`src/design/fna_pkg.sv`:
```
// ----------------------------------------------------------------------------
// fna_pkg
// shared types, formats and the tanh segment table of the activation unit
// ----------------------------------------------------------------------------
`default_nettype none

package fna_pkg;

	localparam int DATA_W        = 16;
	localparam int FRAC_BITS     = 12;
	localparam int ACC_WIDTH_DEF = 40;
	localparam int SEG_BITS      = 5;
	localparam int TAB_SEGMENTS  = 1 << SEG_BITS;
	localparam int TAB_IW        = SEG_BITS + 1;
	localparam int TAB_W         = FRAC_BITS + 1;
	// tanh argument limit 8.0 sits at this bit of the magnitude
	localparam int TANH_SH       = FRAC_BITS + 3;
	localparam int FRAC_W        = TANH_SH + 1 - SEG_BITS;
	localparam int ONE           = 1 << FRAC_BITS;

	typedef enum logic [1:0] {
		ACT_IDENTITY = 2'd0,
		ACT_TANH     = 2'd1,
		ACT_SIGMOID  = 2'd2,
		ACT_RELU     = 2'd3
	} act_mode_t;

	typedef enum logic [2:0] {
		S_RUN,
		S_SUM,
		S_LOOK,
		S_MUL,
		S_EMIT
	} fna_state_t;

	typedef struct packed {
		logic load;
		logic acc_add;
		logic look;
		logic mul;
		logic emit;
	} fna_cmd_t;

	// tanh(k/4) in Q.12, rounded to nearest, k = 0..32
	localparam logic [TAB_W-1:0] TANH_TAB [0:TAB_SEGMENTS] = '{
		13'd0,    13'd1003, 13'd1893, 13'd2602, 13'd3119, 13'd3475, 13'd3707,
		13'd3856, 13'd3949, 13'd4006, 13'd4041, 13'd4063, 13'd4076, 13'd4084,
		13'd4089, 13'd4091, 13'd4093, 13'd4094, 13'd4095, 13'd4095, 13'd4096,
		13'd4096, 13'd4096, 13'd4096, 13'd4096, 13'd4096, 13'd4096, 13'd4096,
		13'd4096, 13'd4096, 13'd4096, 13'd4096, 13'd4096
	};

endpackage

`default_nettype wire

```
`src/design/neuron_forward_activation_unit.sv`:
```
// ----------------------------------------------------------------------------
// neuron_forward_activation_unit
// one neuron forward pass: saturating multiply-accumulate and activation
// ----------------------------------------------------------------------------
// result: registered after the product register, accumulator, table lookup and
// interpolation multiply steps; a result held by the receiver stalls the emit
// throughput: one item per cycle inside a run, set by the product multiplier
// and accumulator; a last item stalls the input until its result is emitted
// reset: accumulator cleared, activation set to tanh, no result pending
`default_nettype none

module neuron_forward_activation_unit #(
	parameter int ACC_WIDTH = fna_pkg::ACC_WIDTH_DEF
) (
	input  logic                         clk,
	input  logic                         arst_n,
	// input items
	input  logic                         s_tvalid,
	output logic                         s_tready,
	// [15:0] prev_activation, [31:16] link_weight
	input  logic [2*fna_pkg::DATA_W-1:0] s_tdata,
	// is_last
	input  logic                         s_tlast,
	// result items
	output logic                         m_tvalid,
	input  logic                         m_tready,
	// [15:0] neuron_output
	output logic [fna_pkg::DATA_W-1:0]   m_tdata,
	// activation_mode: 0 identity, 1 tanh, 2 sigmoid, 3 relu
	input  logic                         cfg_wr_en,
	input  logic [1:0]                   cfg_wr_data
);
	import fna_pkg::*;

	// commands from the sequencer to the datapath
	fna_cmd_t cmd;

	// sequencer: takes items, steps the activation, owns the output valid
	fna_ctrl u_ctrl (
		.clk      (clk),
		.arst_n   (arst_n),
		.s_tvalid (s_tvalid),
		.s_tready (s_tready),
		.s_tlast  (s_tlast),
		.m_tvalid (m_tvalid),
		.m_tready (m_tready),
		.cmd      (cmd)
	);

	// datapath: product register, accumulator, table and output register
	fna_datapath #(
		.ACC_WIDTH (ACC_WIDTH)
	) u_datapath (
		.clk         (clk),
		.arst_n      (arst_n),
		.cmd         (cmd),
		.s_tdata     (s_tdata),
		.cfg_wr_en   (cfg_wr_en),
		.cfg_wr_data (cfg_wr_data),
		.m_tdata     (m_tdata)
	);

endmodule

`default_nettype wire

```
`src/design/fna_ctrl.sv`:
```
// ----------------------------------------------------------------------------
// fna_ctrl
// sequencer for accumulate, activation steps and the output handshake
// ----------------------------------------------------------------------------
`default_nettype none

module fna_ctrl (
	input  logic            clk,
	input  logic            arst_n,
	input  logic            s_tvalid,
	output logic            s_tready,
	input  logic            s_tlast,
	output logic            m_tvalid,
	input  logic            m_tready,
	output fna_pkg::fna_cmd_t cmd
);
	import fna_pkg::*;

	fna_state_t state_q, state_d;
	logic       acc_add_q;
	logic       out_vld_q;
	logic       accept;

	always_ff @(posedge clk or negedge arst_n) begin
		if (!arst_n) begin
			state_q   <= S_RUN;
			acc_add_q <= 1'b0;
			out_vld_q <= 1'b0;
		end else begin
			state_q   <= state_d;
			acc_add_q <= accept;
			if (cmd.emit) begin
				out_vld_q <= 1'b1;
			end else if (m_tready) begin
				out_vld_q <= 1'b0;
			end
		end
	end

	always_comb begin
		state_d     = state_q;
		s_tready    = 1'b0;
		cmd         = '0;
		cmd.acc_add = acc_add_q;
		unique case (state_q)
			S_RUN: begin
				s_tready = 1'b1;
				if (s_tvalid && s_tlast) begin
					state_d = S_SUM;
				end
			end
			S_SUM: begin
				// final product lands in the accumulator
				state_d = S_LOOK;
			end
			S_LOOK: begin
				cmd.look = 1'b1;
				state_d  = S_MUL;
			end
			S_MUL: begin
				cmd.mul = 1'b1;
				state_d = S_EMIT;
			end
			S_EMIT: begin
				if (!out_vld_q || m_tready) begin
					cmd.emit = 1'b1;
					state_d  = S_RUN;
				end
			end
			default: begin
				state_d = S_RUN;
			end
		endcase
		accept   = s_tvalid && s_tready;
		cmd.load = accept;
	end

	assign m_tvalid = out_vld_q;

endmodule

`default_nettype wire

```
`src/design/fna_datapath.sv`:
```
// ----------------------------------------------------------------------------
// fna_datapath
// multiplier, saturating accumulator, table interpolation and output register
// ----------------------------------------------------------------------------
`default_nettype none

module fna_datapath #(
	parameter int ACC_WIDTH = fna_pkg::ACC_WIDTH_DEF
) (
	input  logic                        clk,
	input  logic                        arst_n,
	input  fna_pkg::fna_cmd_t           cmd,
	input  logic [2*fna_pkg::DATA_W-1:0] s_tdata,
	input  logic                        cfg_wr_en,
	input  logic [1:0]                  cfg_wr_data,
	output logic [fna_pkg::DATA_W-1:0]  m_tdata
);
	import fna_pkg::*;

	localparam int PROD_W = 2 * DATA_W;
	localparam int EW     = (ACC_WIDTH > PROD_W ? ACC_WIDTH : PROD_W) + 1;
	localparam int XW     = ACC_WIDTH - FRAC_BITS;
	localparam int MW     = (XW > TANH_SH + 2) ? XW : TANH_SH + 2;

	localparam logic signed [EW-1:0] ACC_MAX =
		{{(EW - ACC_WIDTH + 1){1'b0}}, {(ACC_WIDTH - 1){1'b1}}};
	localparam logic signed [EW-1:0] ACC_MIN = ~ACC_MAX;
	localparam logic signed [MW-1:0] D_MAX = MW'((1 << (DATA_W - 1)) - 1);
	localparam logic signed [MW-1:0] D_MIN = ~D_MAX;

	act_mode_t                   mode_q;
	logic signed [PROD_W-1:0]    product_s1;
	logic signed [ACC_WIDTH-1:0] acc_q;

	logic [TAB_W-1:0]            t_lo_s1;
	logic [TAB_W-1:0]            t_diff_s1;
	logic [FRAC_W-1:0]           frac_s1;
	logic                        neg_s1;
	logic signed [DATA_W-1:0]    xsat_s1;
	logic [TAB_W+FRAC_W-1:0]     interp_s2;
	logic [DATA_W-1:0]           out_data_q;

	// accumulate
	logic signed [EW-1:0] prod_x, prod_cl, sum_x, sum_cl;

	always_comb begin
		prod_x  = EW'(product_s1);
		prod_cl = (prod_x > ACC_MAX) ? ACC_MAX : ((prod_x < ACC_MIN) ? ACC_MIN : prod_x);
		sum_x   = EW'(acc_q) + prod_cl;
		sum_cl  = (sum_x > ACC_MAX) ? ACC_MAX : ((sum_x < ACC_MIN) ? ACC_MIN : sum_x);
	end

	// table lookup
	logic signed [XW-1:0] x;
	logic                 x_neg;
	logic [XW-1:0]        x_mag;
	logic [MW-1:0]        mag_e;
	logic signed [MW-1:0] x_ext;
	logic                 is_sig;
	logic                 over;
	logic [SEG_BITS-1:0]  seg;
	logic [FRAC_W-1:0]    frac;
	logic [TAB_W-1:0]     t_lo, t_hi;
	logic signed [DATA_W-1:0] xsat;

	always_comb begin
		x      = acc_q[ACC_WIDTH-1:FRAC_BITS];
		x_neg  = x[XW-1];
		x_mag  = x_neg ? XW'(-x) : x;
		mag_e  = MW'(x_mag);
		x_ext  = MW'(x);
		is_sig = (mode_q == ACT_SIGMOID);
		if (is_sig) begin
			over = (mag_e[MW-1:TANH_SH+1] != '0);
			seg  = mag_e[TANH_SH -: SEG_BITS];
			frac = mag_e[FRAC_W-1:0];
		end else begin
			over = (mag_e[MW-1:TANH_SH] != '0);
			seg  = mag_e[TANH_SH-1 -: SEG_BITS];
			frac = {mag_e[FRAC_W-2:0], 1'b0};
		end
		if (over) begin
			t_lo = TANH_TAB[TAB_SEGMENTS];
			t_hi = TANH_TAB[TAB_SEGMENTS];
		end else begin
			t_lo = TANH_TAB[TAB_IW'(seg)];
			t_hi = TANH_TAB[TAB_IW'(seg) + TAB_IW'(1)];
		end
		if (x_ext > D_MAX) begin
			xsat = D_MAX[DATA_W-1:0];
		end else if (x_ext < D_MIN) begin
			xsat = D_MIN[DATA_W-1:0];
		end else begin
			xsat = x_ext[DATA_W-1:0];
		end
	end

	// final combine
	logic [TAB_W-1:0]         tv;
	logic signed [TAB_W:0]    ts;
	logic signed [TAB_W+1:0]  sig_sum;
	logic signed [TAB_W+1:0]  sig_y;
	logic [DATA_W-1:0]        y;

	always_comb begin
		tv      = t_lo_s1 + interp_s2[TAB_W+FRAC_W-1:FRAC_W];
		ts      = neg_s1 ? -$signed({1'b0, tv}) : $signed({1'b0, tv});
		sig_sum = (TAB_W + 2)'(ONE) + (TAB_W + 2)'(ts);
		sig_y   = sig_sum >>> 1;
		unique case (mode_q)
			ACT_TANH:     y = DATA_W'(ts);
			ACT_SIGMOID:  y = DATA_W'(sig_y);
			ACT_RELU:     y = xsat_s1[DATA_W-1] ? '0 : xsat_s1;
			ACT_IDENTITY: y = xsat_s1;
			default:      y = xsat_s1;
		endcase
	end

	always_ff @(posedge clk or negedge arst_n) begin
		if (!arst_n) begin
			mode_q <= ACT_TANH;
			acc_q  <= '0;
		end else begin
			if (cfg_wr_en) begin
				mode_q <= act_mode_t'(cfg_wr_data);
			end
			if (cmd.look) begin
				acc_q <= '0;
			end else if (cmd.acc_add) begin
				acc_q <= sum_cl[ACC_WIDTH-1:0];
			end
		end
	end

	always_ff @(posedge clk) begin
		if (cmd.load) begin
			product_s1 <= $signed(s_tdata[DATA_W-1:0]) * $signed(s_tdata[PROD_W-1:DATA_W]);
		end
		if (cmd.look) begin
			t_lo_s1   <= t_lo;
			t_diff_s1 <= t_hi - t_lo;
			frac_s1   <= frac;
			neg_s1    <= x_neg;
			xsat_s1   <= xsat;
		end
		if (cmd.mul) begin
			interp_s2 <= t_diff_s1 * frac_s1;
		end
		if (cmd.emit) begin
			out_data_q <= y;
		end
	end

	assign m_tdata = out_data_q;

endmodule

`default_nettype wire

```
`config.mk`:
```
export PLATFORM = sky130hd
export DESIGN_NAME = neuron_forward_activation_unit
export DESIGN_NICKNAME = d
export VERILOG_FILES = /design/src/design/fna_pkg.sv /design/src/design/neuron_forward_activation_unit.sv /design/src/design/fna_ctrl.sv /design/src/design/fna_datapath.sv
export SDC_FILE = /design/constraint.sdc
export NUM_CORES = 1
export LEC_CHECK = 0
export ABC_AREA = 1
export BUFFER_PORTS_ARGS = -buffer_cell sky130_fd_sc_hd__buf_2
export CAP_MARGIN = 20
export CELL_PAD_IN_SITES_DETAIL_PLACEMENT = 1
export CELL_PAD_IN_SITES_GLOBAL_PLACEMENT = 1
export CORE_MARGIN = 1
export CORE_UTILIZATION = 50
export DETAILED_ROUTE_END_ITERATION = 8
export PLACE_DENSITY_LB_ADDON = 0.1
export SETUP_SLACK_MARGIN = 0.05
export SYNTH_ARGS = -nofsm -noshare
export SYNTH_HDL_FRONTEND = slang
export SYNTH_SLANG_ARGS = --single-unit
```
`constraint.sdc`:
```
create_clock -name clk -period 6.65 [get_ports clk]
set_input_delay 0.3325 -clock clk [delete_from_list [all_inputs] [get_ports clk]]
set_output_delay 0.3325 -clock clk [all_outputs]
set_load 0.01 [all_outputs]
```
==> Word level (Yosys, flattened, before mapping) <==
Memories as Yosys holds them, arrays and structs flattened.
Cells that the tools add are included.
{ "classes": {"addsub": 7, "n_mul": 2, "div": 0, "n_lt_le_gt_ge": 8, "eq_ne": 9, "shift": 0, "mux": 30, "n_bitwise": 2, "n_reduce_logical": 11} }
{ "op_table": {"columns": ["operator", "n"], "rows": [
  ["2-to-1 mux 40 bit", 4],
  ["2-to-1 mux 41 bit", 2],
  ["2-to-1 mux 13 bit", 6],
  ["one-hot mux 16 bit (4 select lines)", 1],
  ["adder 40 x 41 -> 41 bit", 1],
  ["greater-than comparator 41 x 40 -> 1 bit, second input constant", 1],
  ["< comparator 41 x 40 -> 1 bit, second input constant", 1],
  ["greater-than comparator 32 x 40 -> 1 bit, second input constant", 1],
  ["< comparator 32 x 40 -> 1 bit, second input constant", 1],
  ["multiplier 16 x 16 -> 32 bit", 1],
  ["greater-than comparator 28 x 16 -> 1 bit, second input constant", 1],
  ["< comparator 28 x 16 -> 1 bit, second input constant", 1],
  ["2-to-1 mux 28 bit", 1],
  ["negator 28 bit", 1],
  ["multiplier 13 x 11 -> 24 bit", 1],
  ["2-to-1 mux 16 bit", 1],
  ["adder 14 x 14 -> 15 bit, first input constant", 1],
  ["2-to-1 mux 15 bit", 1],
  ["one-hot mux 3 bit (5 select lines)", 1],
  ["greater-or-equal comparator 7 bit, second input constant", 2],
  ["2-to-1 mux 14 bit", 1],
  ["negator 13 -> 14 bit", 1],
  ["adder 13 bit", 1],
  ["nonzero test 13 bit", 1],
  ["22 further kinds", 35]
]} }
{ "word_totals": {"reg_bits": 173, "latchBits": 0, "ram_bits": 0, "romBits": 1664, "elab_cells": 85, "mem_count": 2} }
{ "memory_table": {"columns": ["memory", "words", "width", "rd", "rd_ports_with_merged_regs", "wr", "line_no", "rtl"], "rows": [
  ["(no name shown)", 64, 13, 1, 0, 0, "fna_datapath.sv:87", "t_hi = TANH_TAB[TAB_IW'(seg) + TAB_IW'(1)];"],
  ["(no name shown)", 64, 13, 1, 0, 0, "fna_datapath.sv:86", "t_lo = TANH_TAB[TAB_IW'(seg)];"]
]} }

==> Depth between registers and ports, before layout <==
{ "depth": {"word_depth": 10, "ltp_mapped": 34, "depth_no_buf": 33} }

==> Hierarchy <==
From an unflattened synthesis, not the netlist that was laid out.
{ "hier_totals": {"cells_unflattened": 3399, "area_unflattened_um2": 26578.0} }
{ "modules_own_cells": {"columns": ["mod", "instances", "cells_each", "area_each_um2", "seq_area_each_um2"], "rows": [
  ["fna_datapath", 1, 3370, 26327.8, 4505.6],
  ["fna_ctrl", 1, 29, 250.2, 125.1]
]} }

==> Least setup slack after synthesis <==
OpenSTA, ideal clock, no wires.
{ "synth_path": {"path_type": "input to register", "startpoint": "input s_tdata[17] (netlist name)", "endpoint": "register u_datapath.product_s1[29] (data pin)", "setup_time_ps": 264, "t_arrival_ps": 5631, "t_required_ps": 6386, "setup_slack_ps": 755, "cell_stages": 20, "n_path_buf": 1, "cell_sequence": "clkbuf_1 nand2_1 inv_1 fa_1 fa_1 inv_1 fa_1 inv_1 fa_1 fa_1 fa_1 ha_1 nand2_1 nor4_1 nand3b_1 nand3_1 nand2_1 nand2_1 a31oi_1 xor2_1"} }
{ "synth_between": {"elab_chain_cells": 1} }
{ "synth_rtl": {"columns": ["item", "line_no", "rtl"], "rows": [
  ["from (decl)", "neuron_forward_activation_unit.sv:21", "input logic [2*fna_pkg::DATA_W-1:0] s_tdata,"],
  ["multiplier 16 x 16 -> 32 bit", "fna_datapath.sv:137", "product_s1 <= $signed(s_tdata[DATA_W-1:0]) * $signed(s_tdata[PROD_W-1:DATA_W]);"],
  ["to (signal assigned)", "fna_datapath.sv:137", null],
  ["to (decl)", "fna_datapath.sv:32", "logic signed [PROD_W-1:0] product_s1;"]
]} }
No other way between the ends.
A chain may end at the register's enable or synchronous reset.

==> Worst setup path after layout <==
{ "layout_path": {"startpoint": "input s_tdata[15] (netlist name)", "endpoint": "register u_datapath.product_s1[29] (data pin)"} }
Same word-level chain as after synthesis.

==> results.md <==
* Post-CTS setup buffers at 0
* DR vias at 22400
* Clock Tree Root: clkbuf_16
* Initial antenna violation count at 0
* Routed metal-1 wire length at 33700 um
* Vias per std cell at 5.42
* First-pass GRT wire length at 131000 um
* Met3 WL post-DR at 2150 um
* Number of synthesized flops with an enable pin at 115
* Unrepaired setup endpoints after global routing: no
* Critical Path Fanout Max at 16
* Mapped Cells at 3440
* Critical Path, Cell by Cell: buf_2 > nand2_1 > inv_1 > fa_1 > fa_1 > buf_4 > inv_1 > fa_1 > inv_1 > fa_1 > fa_1 > fa_1 > ha_1 > nand2_1 > nor4_1 > nand3b_1 > nand3_1 > nand2_1 > nand2_1 > a31oi_1 > xor2_1
* Synth warn at 0
* Max_cap viols at 0
* WL met2 at 42800 um
* Slowest cell on crit path: fa_1
* Syn Area/Cell at 7.73 um2
* Hold Fails Final Rpt at 14
* Number of gates resized after cts at 0
* Clk_lat worst skew at 460 ps
* Die area at 0.0541 mm2
* I/O Buffers at 57
* Detailed router's first-iteration violation count at 1000
* Chip height at 233 um
* Worst hold-check path type: input port to async pin
* Largest net degree at the start of global routing at 57
* Slew Limit Fails at 0
* Setup TNS at 0 ps
* CTS Hold Buffers Added at 0
* Distinct cells, synth at 54
* Antenna Nets Post-Route at 0
* DP HPWL at 67100 um
* Clock period minus final worst setup slack at 6010 ps
* H-tree depth at 4
* Drt total wl at 80800 um
* Num Clock Sinks at 162
* Clk buf depth at 2
* Family with the most delay on the worst path: adder cells
* Crit. End Element: flop
* Register area share after synthesis at 0.174
* Failing checks: hold timing
* Largest stage delay on the critical path at 600 ps
* Asr flop ratio synth at 0.290
* Top Metal Used: met4
* Period utilisation layout at 0.903
* Gr usage total at 0.311
* Worst Tran Pin Value at 1070 ps
* CP most frequent cell: fa_1
* Commonest non-fill, non-tap cell in the layout: nand2_1
* Syn nets at 4061
* Initial Util at 0.506
* Clock Skew at 17.8 ps
* Required time of the critical path at 6860 ps
* Status: finished, violations left
* TritonCTS clock tree: yes
* Inserted Diodes at 0
* Post-synth top flop: edfxtp_1
* Relative slew margins at 0.276
* # nets final at 4049
* Vias in the first global route at 25000
* Most frequent cells in the layout: nand2_1 (905), inv_1 (725), fa_1 (362)
* WL/cell at 19.6 um
* Die W at 233 um
* CP Class: input port to flop
* P&R area growth vs syn at 5.43%
* Core Rows at 84
* I/O pin count at 58
* Seq cells post-synth at 162
* Fin Hold WS at -10.9 ps
* CP startpoint kind: input port
* Total CTS buffers at 17
* Buf+Inv Stages, Crit Path at 5
* RD Place Congestion at 0.911
* Global route overflow at 0
* DRC at 0
* Ratio of cells with drive above 1 in the final layout at 0.0517
* Post-Syn Area at 0.0266 mm2
* FMAX at 0.167 GHz
* WP data arrival at 6220 ps
* Clock transition at path regs at 80 ps
* Setup Viol. Count Final at 0
* DRT Pass-1 Iters at 5
* Core Area at 0.0526 mm2
* Layout fillers at 6641
-- final cells by class --
| class | count | area [um2] | area share |
|---|---|---|---|
| well taps | 688 | 861 | 0.0307 |
| flip-flops and latches | 162 | 4630 | 0.165 |
| repair buffers | 75 | 424 | 0.0151 |
| clock buffers | 19 | 433 | 0.0154 |
| clock inverters | 13 | 169 | 0.00602 |
| inverters | 731 | 2750 | 0.0979 |
| multi-input cells | 2441 | 18800 | 0.670 |
-- worst reg2reg max path, delay by kind of cell (launching register included) --
kind            cells  cell delay (ps)
xor+xnor            1               80
compound gates      8             1620
simple gates       12             1430
fa+ha+maj           4             1510
flops               1              430
buf+inv             3              630
-- through the flow --
step / cell area, um2 / setup slack, ps / cells / hold WS, ps / util
floorplan: 26600 / 755 / 3440 / 36.9 / -
global placement: 27400 / 404 / 4095 / 478 / 0.522
detailed placement: 27400 / 128 / 4095 / 483 / 0.522
CTS: 28000 / 637 / 4127 / 0.0220 / 0.533
global route: 28100 / 253 / 4129 / 48.3 / 0.534
finish: 28100 / 645 / 4129 / -10.9 / 0.534
-- flip-flops by register name, summed over array words and instances, names as in the netlist, 2 cells and up --
register               flops
u_datapath.acc_q          40
u_ctrl.state_q             3
u_datapath.m_tdata        16
u_datapath.mode_q          2
u_datapath.t_lo_s1        13
u_datapath.frac_s1        11
u_datapath.t_diff_s1      13
u_datapath.xsat_s1        16
u_datapath.product_s1     32
u_datapath.interp_s2      13
-- cells by family (layout without fill, tap and decap cells) --
group                    Yosys count  after routing  synth area share
AO/OA/AOI/OAI                    340            340            0.0713
XOR/XNOR                         114            114            0.0375
buffers and inverters            837            838             0.120
adder cells (fa/ha/maj)          581            581             0.375
flip-flops                       162            162             0.174
AND/OR/NAND/NOR                 1406           1406             0.222
-- synthesized netlist by cell type (3+ instances only) --
library cell	n	area (um2)
o31ai_1	3	22.5
nand3_2	5	50.1
nor2_1	209	785
or2_2	17	106
nor4_1	7	43.8
nand3_4	3	52.6
inv_1	726	2730
inv_2	3	11.3
nand2_4	3	33.8
nor2_4	6	67.6
edfxtp_1	115	3450
nor2_2	7	43.8
xnor2_1	36	315
nand3b_1	7	52.6
a21o_1	16	120
nor3_1	18	90.1
nand2_1	905	3400
o21bai_1	10	75.1
fa_1	362	7250
buf_2	10	50.1
nand3_1	169	846
a31oi_1	13	81.3
a21oi_1	160	801
nand2_2	17	106
o21ai_0	102	510
nand4_1	28	175
a21boi_0	8	60.1
o21a_1	9	67.6
xor2_1	78	683
buf_6	5	56.3
dfrtp_1	46	1150
a22oi_1	3	22.5
ha_1	219	2740
clkbuf_1	88	330
-- path summary, 6_finish.rpt --
check                                                  from                             endpoint  slack, ps  cells past startpoint
setup / recovery                                s_tdata[15]  u_datapath.product_s1[29]$_DFFE_PP_        640                     21
hold / removal                                       arst_n      u_datapath.acc_q[1]$_DFFE_PN0P_        -10                      2
setup reg to reg           u_datapath.acc_q[12]$_DFFE_PN0P_   u_datapath.t_diff_s1[11]$_DFFE_PN_        730                     28
hold reg to reg             u_datapath.acc_q[2]$_DFFE_PN0P_      u_datapath.acc_q[2]$_DFFE_PN0P_        490                      2
max in group asynchronous                            arst_n     u_datapath.acc_q[21]$_DFFE_PN0P_       6200                      2
min in group clk                                  cfg_wr_en     u_datapath.mode_q[0]$_DFFE_PN1P_         60                      2
-- metal layers --
metal,track usage,vias up
met5,0,-
met4,0.0950,0
met3,0.0292,134
met2,0.574,336
met1,0.379,11400
li1,-,10500
Power is not shown: default switching activity piles up to over one toggle a cycle in this logic, so the estimate is an artifact.
